--- src/rtl/tlcp_pkg.sv ---
// Shared types and constants of the traffic light controller with pedestrian crossing.
// No dependencies; every other file of the block but tlcp_if imports this package.
package tlcp_pkg;

  localparam int SEC_W      = 8;
  localparam int SEC_MAX    = (1 << SEC_W) - 1;
  localparam int HOLD_SEC   = 10;
  localparam int CLEAR_SEC  = 3;
  localparam int ADDR_W     = 5;
  localparam int REG_IDX_W  = 3;
  localparam int APB_DATA_W = 32;

  typedef enum logic [REG_IDX_W-1:0] {
    REG_GREEN_A  = 3'd0,
    REG_YELLOW_A = 3'd1,
    REG_RED_A    = 3'd2,
    REG_GREEN_B  = 3'd3,
    REG_YELLOW_B = 3'd4,
    REG_RED_B    = 3'd5,
    REG_WALK     = 3'd6,
    REG_BLINK    = 3'd7
  } cfg_reg_t;

  typedef enum logic [1:0] {
    COL_GREEN  = 2'd0,
    COL_YELLOW = 2'd1,
    COL_RED    = 2'd2
  } colour_t;

  typedef enum logic [2:0] {
    WALK_IDLE  = 3'd0,
    WALK_HOLD  = 3'd1,
    WALK_CLEAR = 3'd2,
    WALK_ON    = 3'd3,
    WALK_FLASH = 3'd4
  } walk_phase_t;

  typedef struct packed {
    logic advance;
    logic restart;
  } appr_ctl_t;

  typedef struct packed {
    appr_ctl_t appr;
    logic      force_yellow;
    logic      force_red;
  } walk_ctl_t;

  typedef struct packed {
    logic green;
    logic yellow;
    logic red;
  } lamp3_t;

  function automatic colour_t next_colour(colour_t c);
    case (c)
      COL_GREEN:  return COL_YELLOW;
      COL_YELLOW: return COL_RED;
      default:    return COL_GREEN;
    endcase
  endfunction

endpackage

--- src/rtl/tlcp_if.sv ---
// Valid/ready channel interfaces for the tick input and the lamp result.
// Carries no types of its own; the payload is plain single-bit lamps and button.
interface tlcp_in_if;
  logic valid;
  logic ready;
  logic ped_request;

  modport source (output valid, output ped_request, input ready);
  modport sink   (input valid, input ped_request, output ready);
endinterface

interface tlcp_out_if;
  logic valid;
  logic ready;
  logic lamp_a_green;
  logic lamp_a_yellow;
  logic lamp_a_red;
  logic lamp_b_green;
  logic lamp_b_yellow;
  logic lamp_b_red;
  logic lamp_walk;
  logic lamp_dont_walk;

  modport source (output valid, output lamp_a_green, output lamp_a_yellow, output lamp_a_red,
                  output lamp_b_green, output lamp_b_yellow, output lamp_b_red,
                  output lamp_walk, output lamp_dont_walk, input ready);
  modport sink   (input valid, input lamp_a_green, input lamp_a_yellow, input lamp_a_red,
                  input lamp_b_green, input lamp_b_yellow, input lamp_b_red,
                  input lamp_walk, input lamp_dont_walk, output ready);
endinterface

--- src/rtl/tlcp_approach.sv ---
// Phase sequencer for one vehicle approach: cycling, flashing yellow or dark.
// Depends on tlcp_pkg for colour, control and lamp types.
module tlcp_approach #(
  parameter int                TICKS_PER_SECOND = 4,
  parameter int                TICK_W           = 10,
  parameter tlcp_pkg::colour_t START_COLOUR     = tlcp_pkg::COL_GREEN
) (
  input  logic                       clk,
  input  logic                       rst,
  input  logic [tlcp_pkg::SEC_W-1:0] green_sec,
  input  logic [tlcp_pkg::SEC_W-1:0] yellow_sec,
  input  logic [tlcp_pkg::SEC_W-1:0] red_sec,
  input  logic                       blink,
  input  tlcp_pkg::appr_ctl_t        ctl,
  output tlcp_pkg::lamp3_t           lamps
);
  import tlcp_pkg::*;

  localparam int BLINK_PERIOD = 2 * TICKS_PER_SECOND;

  colour_t            phase, phase_next;
  logic [TICK_W-1:0]  ticks, ticks_next;
  logic               dark;
  colour_t            ld_base, ld_c1, ld_c2, ld_col;
  logic [SEC_W-1:0]   ld_sec;
  logic [TICK_W-1:0]  ld_ticks;

  function automatic logic [SEC_W-1:0] sec_of(colour_t c, logic [SEC_W-1:0] g,
                                               logic [SEC_W-1:0] y, logic [SEC_W-1:0] r);
    case (c)
      COL_GREEN:  return g;
      COL_YELLOW: return y;
      default:    return r;
    endcase
  endfunction

  assign dark = ((green_sec | yellow_sec | red_sec) == '0) && !blink;

  // Find the first phase of non-zero length, starting at the requested colour
  always_comb begin
    ld_base = ctl.restart ? START_COLOUR : next_colour(phase);
    ld_c1   = next_colour(ld_base);
    ld_c2   = next_colour(ld_c1);
    if (sec_of(ld_base, green_sec, yellow_sec, red_sec) != '0) begin
      ld_col = ld_base;
    end else if (sec_of(ld_c1, green_sec, yellow_sec, red_sec) != '0) begin
      ld_col = ld_c1;
    end else if (sec_of(ld_c2, green_sec, yellow_sec, red_sec) != '0) begin
      ld_col = ld_c2;
    end else begin
      ld_col = ld_base;
    end
    ld_sec   = sec_of(ld_col, green_sec, yellow_sec, red_sec);
    ld_ticks = TICK_W'(32'(ld_sec) * TICKS_PER_SECOND);
  end

  always_comb begin
    phase_next = phase;
    ticks_next = ticks;
    if (ctl.restart) begin
      phase_next = ld_col;
      ticks_next = blink ? '0 : ld_ticks;
    end else if (ctl.advance) begin
      if (blink) begin
        ticks_next = (ticks == TICK_W'(BLINK_PERIOD - 1)) ? '0 : ticks + TICK_W'(1);
      end else if (!dark) begin
        if (ticks <= TICK_W'(1)) begin
          phase_next = ld_col;
          ticks_next = ld_ticks;
        end else begin
          ticks_next = ticks - TICK_W'(1);
        end
      end
    end
  end

  always_ff @(posedge clk) begin
    if (rst) begin
      phase <= START_COLOUR;
      ticks <= '0;
    end else begin
      phase <= phase_next;
      ticks <= ticks_next;
    end
  end

  always_comb begin
    lamps = '0;
    if (blink) begin
      lamps.yellow = ticks < TICK_W'(TICKS_PER_SECOND);
    end else if (!dark) begin
      lamps.green  = (phase == COL_GREEN);
      lamps.yellow = (phase == COL_YELLOW);
      lamps.red    = (phase == COL_RED);
    end
  end

  a_blink_range: assert property (@(posedge clk) disable iff (rst)
    blink && !ctl.restart |-> ticks < TICK_W'(BLINK_PERIOD))
    else $error("blink counter out of range");

  a_cycle_loaded: assert property (@(posedge clk) disable iff (rst)
    !blink && !dark && !ctl.restart |-> ticks != '0)
    else $error("cycling approach with empty phase timer");

  a_one_lamp: assert property (@(posedge clk) disable iff (rst)
    $onehot0(lamps))
    else $error("more than one lamp lit on approach");

endmodule

--- src/rtl/tlcp_walk.sv ---
// Pedestrian crossing sequencer: hold, clearance, walk and flashing don't-walk.
// Depends on tlcp_pkg for the phase enum and the control struct.
module tlcp_walk #(
  parameter int TICKS_PER_SECOND = 4,
  parameter int WALK_FLASHES     = 10,
  parameter int TICK_W           = 10
) (
  input  logic                       clk,
  input  logic                       rst,
  input  logic                       step,
  input  logic                       ped_request,
  input  logic                       cfg_restart,
  input  logic [tlcp_pkg::SEC_W-1:0] walk_sec,
  output tlcp_pkg::walk_ctl_t        ctl,
  output logic                       lamp_walk,
  output logic                       lamp_dont_walk
);
  import tlcp_pkg::*;

  localparam int HALF_FLASH   = (TICKS_PER_SECOND + 3) / 4;
  localparam int FLASH_PERIOD = 2 * HALF_FLASH;
  localparam int HOLD_TICKS   = HOLD_SEC * TICKS_PER_SECOND;
  localparam int CLEAR_TICKS  = CLEAR_SEC * TICKS_PER_SECOND;
  localparam int FLASH_W      = $clog2(WALK_FLASHES + 1);

  walk_phase_t         phase, phase_next;
  logic [TICK_W-1:0]   ticks, ticks_next;
  logic [FLASH_W-1:0]  flashes, flashes_next;
  logic                enabled;
  logic                running;
  logic                finish;
  logic                last_tick;

  assign enabled   = (walk_sec != '0);
  assign running   = !enabled || (phase == WALK_IDLE) || (phase == WALK_HOLD);
  assign last_tick = (ticks <= TICK_W'(1));

  always_comb begin
    phase_next   = phase;
    ticks_next   = ticks;
    flashes_next = flashes;
    finish       = 1'b0;
    if (cfg_restart || (step && !enabled)) begin
      phase_next   = WALK_IDLE;
      ticks_next   = '0;
      flashes_next = '0;
    end else if (step) begin
      case (phase)
        WALK_IDLE: begin
          if (ped_request) begin
            phase_next = WALK_HOLD;
            ticks_next = TICK_W'(HOLD_TICKS);
          end
        end
        WALK_HOLD: begin
          if (last_tick) begin
            phase_next = WALK_CLEAR;
            ticks_next = TICK_W'(CLEAR_TICKS);
          end else begin
            ticks_next = ticks - TICK_W'(1);
          end
        end
        WALK_CLEAR: begin
          if (last_tick) begin
            phase_next = WALK_ON;
            ticks_next = TICK_W'(32'(walk_sec) * TICKS_PER_SECOND);
          end else begin
            ticks_next = ticks - TICK_W'(1);
          end
        end
        WALK_ON: begin
          if (last_tick) begin
            phase_next   = WALK_FLASH;
            ticks_next   = TICK_W'(FLASH_PERIOD);
            flashes_next = '0;
          end else begin
            ticks_next = ticks - TICK_W'(1);
          end
        end
        WALK_FLASH: begin
          if (last_tick) begin
            if ((flashes + FLASH_W'(1)) >= FLASH_W'(WALK_FLASHES)) begin
              finish       = 1'b1;
              phase_next   = WALK_IDLE;
              ticks_next   = '0;
              flashes_next = '0;
            end else begin
              ticks_next   = TICK_W'(FLASH_PERIOD);
              flashes_next = flashes + FLASH_W'(1);
            end
          end else begin
            ticks_next = ticks - TICK_W'(1);
          end
        end
        default: begin
          phase_next   = WALK_IDLE;
          ticks_next   = '0;
          flashes_next = '0;
        end
      endcase
    end
  end

  always_ff @(posedge clk) begin
    if (rst) begin
      phase   <= WALK_IDLE;
      ticks   <= '0;
      flashes <= '0;
    end else begin
      phase   <= phase_next;
      ticks   <= ticks_next;
      flashes <= flashes_next;
    end
  end

  always_comb begin
    ctl.appr.advance = step && running;
    ctl.appr.restart = cfg_restart || finish;
    ctl.force_yellow = enabled && (phase == WALK_CLEAR);
    ctl.force_red    = enabled && ((phase == WALK_ON) || (phase == WALK_FLASH));
    lamp_walk        = enabled && (phase == WALK_ON);
    lamp_dont_walk   = enabled && ((phase == WALK_IDLE) || (phase == WALK_HOLD) ||
                       ((phase == WALK_FLASH) && (ticks > TICK_W'(HALF_FLASH))));
  end

  a_flash_bound: assert property (@(posedge clk) disable iff (rst)
    phase == WALK_FLASH |-> flashes < FLASH_W'(WALK_FLASHES))
    else $error("flash count overran");

  a_timer_live: assert property (@(posedge clk) disable iff (rst)
    phase != WALK_IDLE |-> ticks != '0)
    else $error("sequence phase with empty timer");

  a_frozen: assert property (@(posedge clk) disable iff (rst)
    ctl.appr.advance |-> !ctl.force_yellow && !ctl.force_red)
    else $error("approaches advanced while overridden");

  a_start: assert property (@(posedge clk) disable iff (rst)
    step && enabled && !cfg_restart && phase == WALK_IDLE && ped_request
      |=> phase == WALK_HOLD)
    else $error("request while idle did not start the sequence");

endmodule

--- src/rtl/traffic_light_controller_ped.sv ---
// Top level of the traffic light controller with pedestrian crossing.
// Depends on tlcp_pkg, tlcp_if, tlcp_approach and tlcp_walk.
//
// Each transfer on the tick channel is one tick of 1/TICKS_PER_SECOND second carrying
// a sample of the pedestrian button; for each one the block returns exactly one
// transfer on the lamps channel showing the eight lamps during that tick. A tick is
// taken in every clock cycle while the result register is empty or being drained and
// no restart is pending, so the sustained rate is one tick per clock between writes,
// and a result appears in the cycle after its tick; all per-tick work (timer decrement,
// phase search, sequencer step) sits in one level of logic between the state registers
// and the result register. The eight phase and walk-time registers sit on the APB port
// at byte address 4*i; any write restarts both approaches and returns the crossing to
// idle, which takes the cycle after the write, during which no tick is taken.
module traffic_light_controller_ped #(
  parameter int TICKS_PER_SECOND = 4,
  parameter int WALK_FLASHES     = 10
) (
  input  logic                            clk,
  input  logic                            rst,
  tlcp_in_if.sink                         tick,
  tlcp_out_if.source                      lamps,
  input  logic                            psel,
  input  logic                            penable,
  input  logic                            pwrite,
  input  logic [tlcp_pkg::ADDR_W-1:0]     paddr,
  input  logic [tlcp_pkg::APB_DATA_W-1:0] pwdata,
  output logic [tlcp_pkg::APB_DATA_W-1:0] prdata,
  output logic                            pready
);
  import tlcp_pkg::*;

  // Widest timer: longest phase at the configured tick rate
  localparam int TICK_W = $clog2(SEC_MAX * TICKS_PER_SECOND + 1);

  logic [SEC_W-1:0] green_a_sec, yellow_a_sec, red_a_sec;
  logic [SEC_W-1:0] green_b_sec, yellow_b_sec, red_b_sec;
  logic [SEC_W-1:0] walk_sec;
  logic [1:0]       blink_mask;
  logic             restart_pending;
  logic             cfg_write;
  cfg_reg_t         cfg_idx;
  logic             step;
  walk_ctl_t        wctl;
  lamp3_t           appr_a, appr_b, shown_a, shown_b;
  logic             walk_lamp, dont_walk_lamp;

  // Configuration port: zero-wait APB, writes land at the access edge
  assign pready    = 1'b1;
  assign cfg_write = psel && penable && pwrite;
  assign cfg_idx   = cfg_reg_t'(paddr[ADDR_W-1:2]);

  always_ff @(posedge clk) begin
    if (rst) begin
      green_a_sec     <= '0;
      yellow_a_sec    <= '0;
      red_a_sec       <= '0;
      green_b_sec     <= '0;
      yellow_b_sec    <= '0;
      red_b_sec       <= '0;
      walk_sec        <= '0;
      blink_mask      <= '0;
      restart_pending <= 1'b0;
    end else begin
      // Hold off ticks in the cycle after each write so the restart sees the new value
      restart_pending <= cfg_write;
      if (cfg_write) begin
        case (cfg_idx)
          REG_GREEN_A:  green_a_sec  <= pwdata[SEC_W-1:0];
          REG_YELLOW_A: yellow_a_sec <= pwdata[SEC_W-1:0];
          REG_RED_A:    red_a_sec    <= pwdata[SEC_W-1:0];
          REG_GREEN_B:  green_b_sec  <= pwdata[SEC_W-1:0];
          REG_YELLOW_B: yellow_b_sec <= pwdata[SEC_W-1:0];
          REG_RED_B:    red_b_sec    <= pwdata[SEC_W-1:0];
          REG_WALK:     walk_sec     <= pwdata[SEC_W-1:0];
          REG_BLINK:    blink_mask   <= pwdata[1:0];
          default:      ;
        endcase
      end
    end
  end

  always_comb begin
    case (cfg_idx)
      REG_GREEN_A:  prdata = APB_DATA_W'(green_a_sec);
      REG_YELLOW_A: prdata = APB_DATA_W'(yellow_a_sec);
      REG_RED_A:    prdata = APB_DATA_W'(red_a_sec);
      REG_GREEN_B:  prdata = APB_DATA_W'(green_b_sec);
      REG_YELLOW_B: prdata = APB_DATA_W'(yellow_b_sec);
      REG_RED_B:    prdata = APB_DATA_W'(red_b_sec);
      REG_WALK:     prdata = APB_DATA_W'(walk_sec);
      REG_BLINK:    prdata = APB_DATA_W'(blink_mask);
      default:      prdata = '0;
    endcase
  end

  // Take a tick whenever the result register is free or drains this cycle
  assign tick.ready = !restart_pending && (!lamps.valid || lamps.ready);
  assign step       = tick.valid && tick.ready;

  tlcp_walk #(
    .TICKS_PER_SECOND (TICKS_PER_SECOND),
    .WALK_FLASHES     (WALK_FLASHES),
    .TICK_W           (TICK_W)
  ) u_walk (
    .clk            (clk),
    .rst            (rst),
    .step           (step),
    .ped_request    (tick.ped_request),
    .cfg_restart    (restart_pending),
    .walk_sec       (walk_sec),
    .ctl            (wctl),
    .lamp_walk      (walk_lamp),
    .lamp_dont_walk (dont_walk_lamp)
  );

  tlcp_approach #(
    .TICKS_PER_SECOND (TICKS_PER_SECOND),
    .TICK_W           (TICK_W),
    .START_COLOUR     (COL_GREEN)
  ) u_appr_a (
    .clk        (clk),
    .rst        (rst),
    .green_sec  (green_a_sec),
    .yellow_sec (yellow_a_sec),
    .red_sec    (red_a_sec),
    .blink      (blink_mask[0]),
    .ctl        (wctl.appr),
    .lamps      (appr_a)
  );

  tlcp_approach #(
    .TICKS_PER_SECOND (TICKS_PER_SECOND),
    .TICK_W           (TICK_W),
    .START_COLOUR     (COL_RED)
  ) u_appr_b (
    .clk        (clk),
    .rst        (rst),
    .green_sec  (green_b_sec),
    .yellow_sec (yellow_b_sec),
    .red_sec    (red_b_sec),
    .blink      (blink_mask[1]),
    .ctl        (wctl.appr),
    .lamps      (appr_b)
  );

  // Crossing sequence overrides both approaches, dark or flashing included
  always_comb begin
    shown_a = appr_a;
    shown_b = appr_b;
    if (wctl.force_yellow) begin
      shown_a = '{green: 1'b0, yellow: 1'b1, red: 1'b0};
      shown_b = '{green: 1'b0, yellow: 1'b1, red: 1'b0};
    end else if (wctl.force_red) begin
      shown_a = '{green: 1'b0, yellow: 1'b0, red: 1'b1};
      shown_b = '{green: 1'b0, yellow: 1'b0, red: 1'b1};
    end
  end

  // Result register: valid is control, lamps are payload
  always_ff @(posedge clk) begin
    if (rst) begin
      lamps.valid <= 1'b0;
    end else if (step) begin
      lamps.valid <= 1'b1;
    end else if (lamps.ready) begin
      lamps.valid <= 1'b0;
    end
  end

  always_ff @(posedge clk) begin
    if (step) begin
      lamps.lamp_a_green   <= shown_a.green;
      lamps.lamp_a_yellow  <= shown_a.yellow;
      lamps.lamp_a_red     <= shown_a.red;
      lamps.lamp_b_green   <= shown_b.green;
      lamps.lamp_b_yellow  <= shown_b.yellow;
      lamps.lamp_b_red     <= shown_b.red;
      lamps.lamp_walk      <= walk_lamp;
      lamps.lamp_dont_walk <= dont_walk_lamp;
    end
  end

  a_restart_stall: assert property (@(posedge clk) disable iff (rst)
    restart_pending |-> !tick.ready)
    else $error("tick taken during configuration restart");

  a_result_follows: assert property (@(posedge clk) disable iff (rst)
    step |=> lamps.valid)
    else $error("tick transfer produced no result");

  a_no_idle_stall: assert property (@(posedge clk) disable iff (rst)
    !lamps.valid && !restart_pending |-> tick.ready)
    else $error("input stalled with empty result register");

endmodule

--- src/flat_wrapper.sv ---
// flat-port wrapper written by rule: the top's interface ports become plain ports
module traffic_light_controller_ped_flat import tlcp_pkg::*;
#(
  parameter int TICKS_PER_SECOND = 4,
  parameter int WALK_FLASHES     = 10
)
  (clk, rst, psel, penable, pwrite, paddr, pwdata, prdata, pready, tick_valid, tick_ped_request, tick_ready, lamps_valid, lamps_lamp_a_green, lamps_lamp_a_yellow, lamps_lamp_a_red, lamps_lamp_b_green, lamps_lamp_b_yellow, lamps_lamp_b_red, lamps_lamp_walk, lamps_lamp_dont_walk, lamps_ready);
  tlcp_in_if tick_i ();
  tlcp_out_if lamps_i ();
  input  logic clk;
  input  logic rst;
  input  logic psel;
  input  logic penable;
  input  logic pwrite;
  input  logic [tlcp_pkg::ADDR_W-1:0] paddr;
  input  logic [tlcp_pkg::APB_DATA_W-1:0] pwdata;
  output logic [tlcp_pkg::APB_DATA_W-1:0] prdata;
  output logic pready;
  input wire logic [$bits(tick_i.valid)-1:0] tick_valid;
  input wire logic [$bits(tick_i.ped_request)-1:0] tick_ped_request;
  output wire logic [$bits(tick_i.ready)-1:0] tick_ready;
  output wire logic [$bits(lamps_i.valid)-1:0] lamps_valid;
  output wire logic [$bits(lamps_i.lamp_a_green)-1:0] lamps_lamp_a_green;
  output wire logic [$bits(lamps_i.lamp_a_yellow)-1:0] lamps_lamp_a_yellow;
  output wire logic [$bits(lamps_i.lamp_a_red)-1:0] lamps_lamp_a_red;
  output wire logic [$bits(lamps_i.lamp_b_green)-1:0] lamps_lamp_b_green;
  output wire logic [$bits(lamps_i.lamp_b_yellow)-1:0] lamps_lamp_b_yellow;
  output wire logic [$bits(lamps_i.lamp_b_red)-1:0] lamps_lamp_b_red;
  output wire logic [$bits(lamps_i.lamp_walk)-1:0] lamps_lamp_walk;
  output wire logic [$bits(lamps_i.lamp_dont_walk)-1:0] lamps_lamp_dont_walk;
  input wire logic [$bits(lamps_i.ready)-1:0] lamps_ready;
  assign tick_i.valid = tick_valid;
  assign tick_i.ped_request = tick_ped_request;
  assign tick_ready = tick_i.ready;
  assign lamps_valid = lamps_i.valid;
  assign lamps_lamp_a_green = lamps_i.lamp_a_green;
  assign lamps_lamp_a_yellow = lamps_i.lamp_a_yellow;
  assign lamps_lamp_a_red = lamps_i.lamp_a_red;
  assign lamps_lamp_b_green = lamps_i.lamp_b_green;
  assign lamps_lamp_b_yellow = lamps_i.lamp_b_yellow;
  assign lamps_lamp_b_red = lamps_i.lamp_b_red;
  assign lamps_lamp_walk = lamps_i.lamp_walk;
  assign lamps_lamp_dont_walk = lamps_i.lamp_dont_walk;
  assign lamps_i.ready = lamps_ready;
  traffic_light_controller_ped #(.TICKS_PER_SECOND(TICKS_PER_SECOND), .WALK_FLASHES(WALK_FLASHES)) u_core (.clk(clk), .rst(rst), .tick(tick_i), .lamps(lamps_i), .psel(psel), .penable(penable), .pwrite(pwrite), .paddr(paddr), .pwdata(pwdata), .prdata(prdata), .pready(pready));
endmodule
--- config.mk ---
export PLATFORM = sky130hd
export DESIGN_NAME = traffic_light_controller_ped_flat
export DESIGN_NICKNAME = d
export VERILOG_FILES = /design/src/rtl/tlcp_pkg.sv /design/src/rtl/tlcp_if.sv /design/src/rtl/tlcp_approach.sv /design/src/rtl/tlcp_walk.sv /design/src/rtl/traffic_light_controller_ped.sv /design/src/flat_wrapper.sv
export SDC_FILE = /design/constraint.sdc
export NUM_CORES = 1
export LEC_CHECK = 0
export ABC_AREA = 1
export BUFFER_PORTS_ARGS = -buffer_cell sky130_fd_sc_hd__buf_2
export CAP_MARGIN = 20
export CORE_UTILIZATION = 28
export DETAILED_ROUTE_END_ITERATION = 12
export PLACE_DENSITY = 0.52
export SETUP_SLACK_MARGIN = 0.15
export SLEW_MARGIN = 20
export SYNTH_ARGS = -nofsm -noshare
export SYNTH_HDL_FRONTEND = slang
export SYNTH_SLANG_ARGS = --single-unit
--- constraint.sdc ---
create_clock -name clk -period 2.8 [get_ports clk]
set_clock_uncertainty 0.15 [all_clocks]
set_input_delay 0.7 -clock clk [delete_from_list [all_inputs] [get_ports clk]]
set_output_delay 0.7 -clock clk [all_outputs]
set_load 0.01 [all_outputs]
==> results of run 1 <==
per-layer routing:
layer	track usage, %	wire length, microns
met1	25.9	12000
met2	26.7	10800
met3	2.55	1160
met5	0	0
met4	4.46	378
timing repair:
action	4_1_cts	5_1_grt
pin swaps	10	59
cloned	1	7
buffers inserted	5	11
resized for setup	49	113
setup endpoints to repair	18	29
path summary, 6_finish.rpt:
check                      startpoint                  endpoint  slack [ns]  cells after the start
min reg2reg  u_core.u_walk.flashes[3]  u_core.u_walk.flashes[3]        0.33                      2
max reg2reg  u_core.u_walk.flashes[0]  u_core.u_appr_b.ticks[7]        0.10                     17
min          u_core.u_walk.flashes[3]  u_core.u_walk.flashes[3]        0.33                      2
max          u_core.u_walk.flashes[0]  u_core.u_appr_b.ticks[7]        0.10                     17
cells in the final DEF (no fill, tap or decap), types with 8 or more instances in the layout:
cell type and count:
buf_4 60, a21oi_2 12, nand3_4 10, nand4_1 22, inv_1 144, nand2_1 129, o21ai_0 114, o211ai_1 9
clkbuf_16 11, conb_1 25, nand3_2 22, nor4_1 9, nand3_1 67, nor2_2 8, nor2_1 112, buf_2 33
o22ai_2 13, xor2_1 17, a211oi_1 8, edfxtp_1 8, nand2_2 28, dfxtp_1 98, nand2_4 12, nor3_1 21
inv_2 15, buf_6 8, a21oi_1 102
cell type report:
class / instances / share of cell area (%)
timing repair buffer: 106 / 8.73
inverter: 167 / 6.98
clock buffer: 10 / 2.71
sequential: 109 / 24.6
tap: 330 / 4.47
timing repair inverter: 1 / 0.0542
clock inverter: 6 / 0.542
multi-input combinational: 806 / 52.0
through the flow:
step / cells / setup WS (ns) / power, mW
2_1_floorplan: 1127 / 0.180 / 2.86
3_3_place_gp: 1495 / -0.192 / 3.31
3_5_place_dp: 1495 / -0.237 / 3.32
4_1_cts: 1517 / 0.141 / 4.72
5_1_grt: 1535 / -0.0212 / 5.23
6_report: 1535 / 0.103 / 4.92
power groups by stage:
stage,Clock (mW),Sequential [mW],Combinational (mW)
floorplan,0,1.76,1.10
global placement,0,1.79,1.52
detailed placement,0,1.79,1.53
CTS,1.38,1.75,1.58
global route,1.44,1.77,2.02
finish,1.34,1.76,1.82
tightest hold or removal path, stage by stage (launching register included):
cell	delay (ns)
dfxtp_1	0.32
inv_1	0.06
a211oi_1	0.06
kinds of logic (layout without fill, tap and decap cells):
group           after synthesis  in the layout  synth area share [%]
xor+xnor                     22             22                  2.67
compound gates              288            288                  21.9
simple gates                455            461                  29.6
fa+ha+maj                    10             10                  1.73
other cells                   2             25                 0.104
flops                       109            109                  31.3
buf+inv                     218            290                  12.7
==> results.ini, run 1 <==
[drt]
drtIter0Drc=651
wl_per_cell_microns=15.8
drc_errors=0
ant_nets=0
vias_per_cell=5.00
dr_total_vias=7670
drt_first_pass_iters=5
wirelength_mm=24.3

[yosys]
ys_async_sr_fraction_pct=0
synth_ff_type=dfxtp_1
synth_top_cell_by_area=dfxtp_1
synth_area_sq_um=7220
synthTopCellsByArea=dfxtp_1 28%, inv_1 8.0%, nand2_1 8.0%
synth_edf_count=8
synth.avg_cell_area_sq_um=6.54
synth_common_cells=154 x inv_1, 154 x nand2_1, 116 x nor2_1, 115 x a21oi_1, 114 x o21ai_0
synth-seq-cells=109
yosysSeqAreaShare_pct=31.3
synth_top_area_share_pct=28.0
synth_cell_type_count=45
ys.warnings.count=0
syn_inst=1104

[grt]
grt_first_pass_wirelength_mm=36.5
overflow=0
grt_pass1_vias=6641
grt_max_degree=82
grt.total_usage_pct=17.6
antenna_found_initial=0

[clock_tree]
root_buffer=clkbuf_16
hold_buffers=0
cts_buffers=9
htree_levels=3
worst_skew_pair.late_latency_ns=0.36
clkSinkCount=109
clkTransAtPathRegs_ns=0.08
clockBufferDepth=2
cts_tree=yes

[setup_path]
cp_cell_sequence=ha_4 -> inv_2 -> nor2_2 -> nand3_2 -> nand2_2 -> nor2_4 -> nand3_4 -> nand3_4 -> nor2_4 -> o21ai_4 -> a21oi_4 -> nand2_4 -> nand2_4 -> nand3_2 -> nand2_2 -> nand2_2 -> a21oi_2
path_common_cell=nand2_2
critPathBufInv=1
slowest_delay_ns=0.38
crit_type=register to register
startpoint_type=register
cp.required_ns=2.95
cp-end-kind=register
arrival_ns=2.84
critPathTopFamily=simple AND/OR/NAND/NOR gates
cp_slowest_cell=dfxtp_4
worstPathMaxFanout=5

[power_and_ir_drop]
p_clk_share_pct=27.2
p_int_mw=2.97
p_comb_share_pct=37.1
sw_frac_of_total_pct=39.6
cellLeakagePower_nw=3.84
p_per_area_nw_per_um2=533
power.switching_mw=1.95
irDropWorstVdd_mv=0.275
p_seq_share_pct=35.7

[floorplanning]
dieWidth_microns=163
start_util_pct=28.6
core_area_sq_um=25300
rows=58
die_area_sq_um=26400
io_pins=88
die_h_microns=163

[sta]
drv_slew=0
finalSetupViolCount=0
post-route-period-util_pct=96.3
fmax_ghz=0.371
slew-limit-headroom_pct=47.2
worst_pin_slew_ns=0.782
setup_tns_ns=0
rsz0062_at_grt=yes
period_needed_ns=2.70
timing.hold.ws_ns=0.332
finalHoldViolCount=0

[finish]
syn2layout_area_growth_pct=27.9
nets=1255
n_antenna_cell=0
stdcell_area_sq_um=9240
multiInputGateArea_sq_um=4800
fillers=2747
top_regs=u_core.u_appr_a.ticks (10), u_core.u_appr_b.ticks (10), u_core.u_walk.ticks (10)
register_area_sq_um=2270
final_util_pct=36.6
drive_gt1_share_pct=23.3

[worst_hold_path]
min_path_type=register to register

[placed_design]
gp_congestion=0.925
portBuffers=36
dpl.hpwl_mm=17.5
place_area_sq_um=8030

[flow_run]
drv_cap=0

[run_status]
status=finished, final reports clean

(Power assumes the default switching activity.)
==> run 2: changes to the inputs <==
--- a/config.mk
+++ b/config.mk
@@ -8,9 +8,9 @@
 export ABC_AREA = 1
 export BUFFER_PORTS_ARGS = -buffer_cell sky130_fd_sc_hd__buf_2
 export CAP_MARGIN = 20
-export CORE_UTILIZATION = 28
+export CORE_UTILIZATION = 29
 export DETAILED_ROUTE_END_ITERATION = 12
-export PLACE_DENSITY = 0.52
+export PLACE_DENSITY = 0.54
 export SETUP_SLACK_MARGIN = 0.15
 export SLEW_MARGIN = 20
 export SYNTH_ARGS = -nofsm -noshare
==> run 2 against run 1 <==
Clock power about the same. Design area rose by 0.81%. Routed wire length is 0.67% lower. Largest cell class unchanged. Critical endpoint is now u_core.u_appr_a.ticks[3]. Die area shrank 3.4%. Largest power group unchanged.
==> results.ini, run 2 (synthesized netlist as in run 1, its figures left out) <==
[sta]
finalHoldViolCount=0  ; unchanged
period_needed_ns=2.68  ; was 2.70 ns
rsz0062_at_grt=yes  ; unchanged
slew-limit-headroom_pct=47.6  ; was 47.2%
worst_pin_slew_ns=0.778  ; was 0.782 ns
post-route-period-util_pct=95.7  ; was 96.3%
drv_slew=0  ; unchanged
fmax_ghz=0.373  ; was 0.371 GHz
final.setup.worst_slack_ns=0.121  ; was 0.103 ns
finalSetupViolCount=0  ; unchanged

[setup_path]
slowest_delay_ns=0.38  ; about the same
worstPathMaxFanout=5  ; unchanged
cp.required_ns=2.96  ; was 2.95 ns
arrival_ns=2.84  ; about the same
cp_cell_sequence=inv_4 -> ha_4 -> inv_2 -> nor2_2 -> nand3_2 -> nand2_2 -> nor2_4 -> nand3_4 -> buf_4 -> nand4_1 -> nand3_2 -> nand3b_1 -> buf_6 -> nand2_4 -> nand3_1 -> nand2_1 -> inv_1 -> nand2_1 -> nand2_1 -> a21oi_1  ; was ha_4 -> inv_2 -> nor2_2 -> nand3_2 -> nand2_2 -> nor2_4 -> nand3_4 -> nand3_4 -> nor2_4 -> o21ai_4 -> a21oi_4 -> nand2_4 -> nand2_4 -> nand3_2 -> nand2_2 -> nand2_2 -> a21oi_2
crit_type=register to register  ; unchanged
startpoint_type=register  ; unchanged
path_common_cell=nand2_1  ; was nand2_2
crit_path_start=u_core.u_walk.flashes[1]  ; was u_core.u_walk.flashes[0]
cp-end-kind=register  ; unchanged
cp_slowest_cell=dfxtp_4  ; unchanged
r2r-start=u_core.u_walk.flashes[1]  ; was u_core.u_walk.flashes[0]

[grt]
antenna_found_initial=0  ; unchanged
grt_pass1_vias=6568  ; was 6,641
grt_first_pass_wirelength_mm=35.8  ; was 36.5 mm
grt.total_usage_pct=17.7  ; was 17.6%
overflow=0  ; unchanged
grt_max_degree=82  ; unchanged

[clock_tree]
cts_tree=yes  ; unchanged
root_buffer=clkbuf_16  ; unchanged
clkSinkCount=109  ; unchanged
clockBufferDepth=2  ; unchanged
htree_levels=3  ; unchanged
worst_skew_pair.late_latency_ns=0.38  ; was 0.36 ns
hold_buffers=0  ; unchanged
cts_buffers=9  ; unchanged
clkTransAtPathRegs_ns=0.08  ; about the same

[placed_design]
dpl.hpwl_mm=17.1  ; was 17.5 mm
place_inst=1483  ; was 1,495
gp_congestion=0.899  ; was 0.925
portBuffers=36  ; unchanged
place_area_sq_um=7980  ; was 8030 sq um
dp_slack_ns=-0.231  ; was -0.237 ns

[drt]
vias_per_cell=5.01  ; was 5.00
ant_nets=0  ; unchanged
drc_errors=0  ; unchanged
highest_layer=met4  ; unchanged
drt_first_pass_iters=5  ; unchanged
wirelength_mm=24.1  ; was 24.3 mm
drtIter0Drc=734  ; was 651
wl_met2_mm=10.4  ; was 10.8 mm
dr_wl_met3_mm=1.29  ; was 1.16 mm
dr_total_vias=7661  ; was 7,670
wl_met1_mm=12.0  ; about the same
wl_per_cell_microns=15.8  ; about the same

[finish]
fin_cells=1529  ; was 1,535
stdcell_area_sq_um=9310  ; was 9240 sq um
syn2layout_area_growth_pct=28.9  ; was 27.9%
final_cell_mix=143 x inv_1, 129 x nand2_1, 114 x o21ai_0, 111 x nor2_1, 102 x a21oi_1  ; was 144 x inv_1, 129 x nand2_1, 114 x o21ai_0, 112 x nor2_1, 102 x a21oi_1
n_antenna_cell=0  ; unchanged
multiInputGateArea_sq_um=4870  ; was 4800 sq um
top_regs=u_core.u_appr_a.ticks (10), u_core.u_appr_b.ticks (10), u_core.u_walk.ticks (10)  ; unchanged
nets=1255  ; unchanged
mostFrequentLayoutCell=inv_1  ; unchanged
drive_gt1_share_pct=23.7  ; was 23.3%
register_area_sq_um=2270  ; about the same
fillers=2597  ; was 2,747

[floorplanning]
dieWidth_microns=160  ; was 163 microns
die_h_microns=160  ; was 163 microns
start_util_pct=29.6  ; was 28.6%
rows=57  ; was 58
io_pins=88  ; unchanged
core_area_sq_um=24400  ; was 25,300 sq um
die_area_sq_um=25500  ; was 26,400 sq um

[flow_run]
drv_cap=0  ; unchanged

[worst_hold_path]
min_from=u_core.u_walk.ticks[1]  ; was u_core.u_walk.flashes[3]
min_path_type=register to register  ; unchanged

[power_and_ir_drop]
p_clk_share_pct=27.1  ; was 27.2%
p_per_area_nw_per_um2=538  ; was 533 nW/um^2
irDropWorstVdd_mv=0.280  ; was 0.275 mV
power.switching_mw=2.03  ; was 1.95 mW
cellLeakagePower_nw=3.86  ; was 3.84 nW
p_int_mw=2.98  ; was 2.97 mW
p_comb_share_pct=37.8  ; was 37.1%
p_seq_share_pct=35.1  ; was 35.7%
sw_frac_of_total_pct=40.6  ; was 39.6%

[run_status]
status=finished, final reports clean  ; unchanged

==> run 2: final timing paths <==
check        depth (start not counted)  slack, ns                       end
max                                 20       0.12  u_core.u_appr_a.ticks[3]
min                                  2       0.33    u_core.u_walk.ticks[1]
max reg2reg                         20       0.12  u_core.u_appr_a.ticks[3]
min reg2reg                          2       0.33    u_core.u_walk.ticks[1]
==> run 2: repair_timing <==
action,4_1_cts,5_1_grt
gates cloned,1,11
setup buffers,0,18
pin swaps,6,58
resized for setup,37,148
setup endpoints to repair,25,30
hold endpoints to repair,0,0
==> run 2: power groups by stage <==
| stage | registers, mW | logic, mW | clock network, mW |
|---|---|---|---|
| after floorplan | 1.76 | 1.10 | 0 |
| after CTS | 1.76 | 1.55 | 1.38 |
| after detailed placement | 1.79 | 1.50 | 0 |
| after global routing | 1.78 | 2.09 | 1.45 |
| after global placement | 1.79 | 1.50 | 0 |
| final | 1.76 | 1.89 | 1.36 |
==> run 2: cell type report <==
type	instances	share of cell area, %
multi-input cells	809	52.3
flip-flops and latches	109	24.4
repair buffers	103	8.65
inverters	167	7.00
well taps	324	4.35
clock buffers	9	2.42
clock inverters	7	0.874
repair inverters	1	0.0403
==> run 2: through the flow <==
step                setup TNS, ns  hold WS, ns  utilization (%)  total power [mW]
CTS                             0        0.342             34.6              4.69
global placement            -2.77        0.322             32.7              3.30
global route              -0.0136        0.347             38.2              5.31
floorplan                       0        0.301                -              2.86
finish                          0        0.330             38.2              5.01
detailed placement          -3.52        0.327             32.7              3.30
==> run 2: layer usage <==
layer | vias to the layer above | track usage [%]
met3 | 32 | 2.91
met4 | 0 | 3.90
met1 | 3530 | 26.6
li1 | 3881 | -
met2 | 218 | 26.0
met5 | - | 0
==> run 2: critical path, delay by kind of cell (launching register included) <==
kind,cells,cell delay [ns]
AO/OA/AOI/OAI,1,0.11
adder cells (fa/ha/maj),1,0.25
buffers and inverters,5,0.42
flip-flops,1,0.38
AND/OR/NAND/NOR,13,1.31
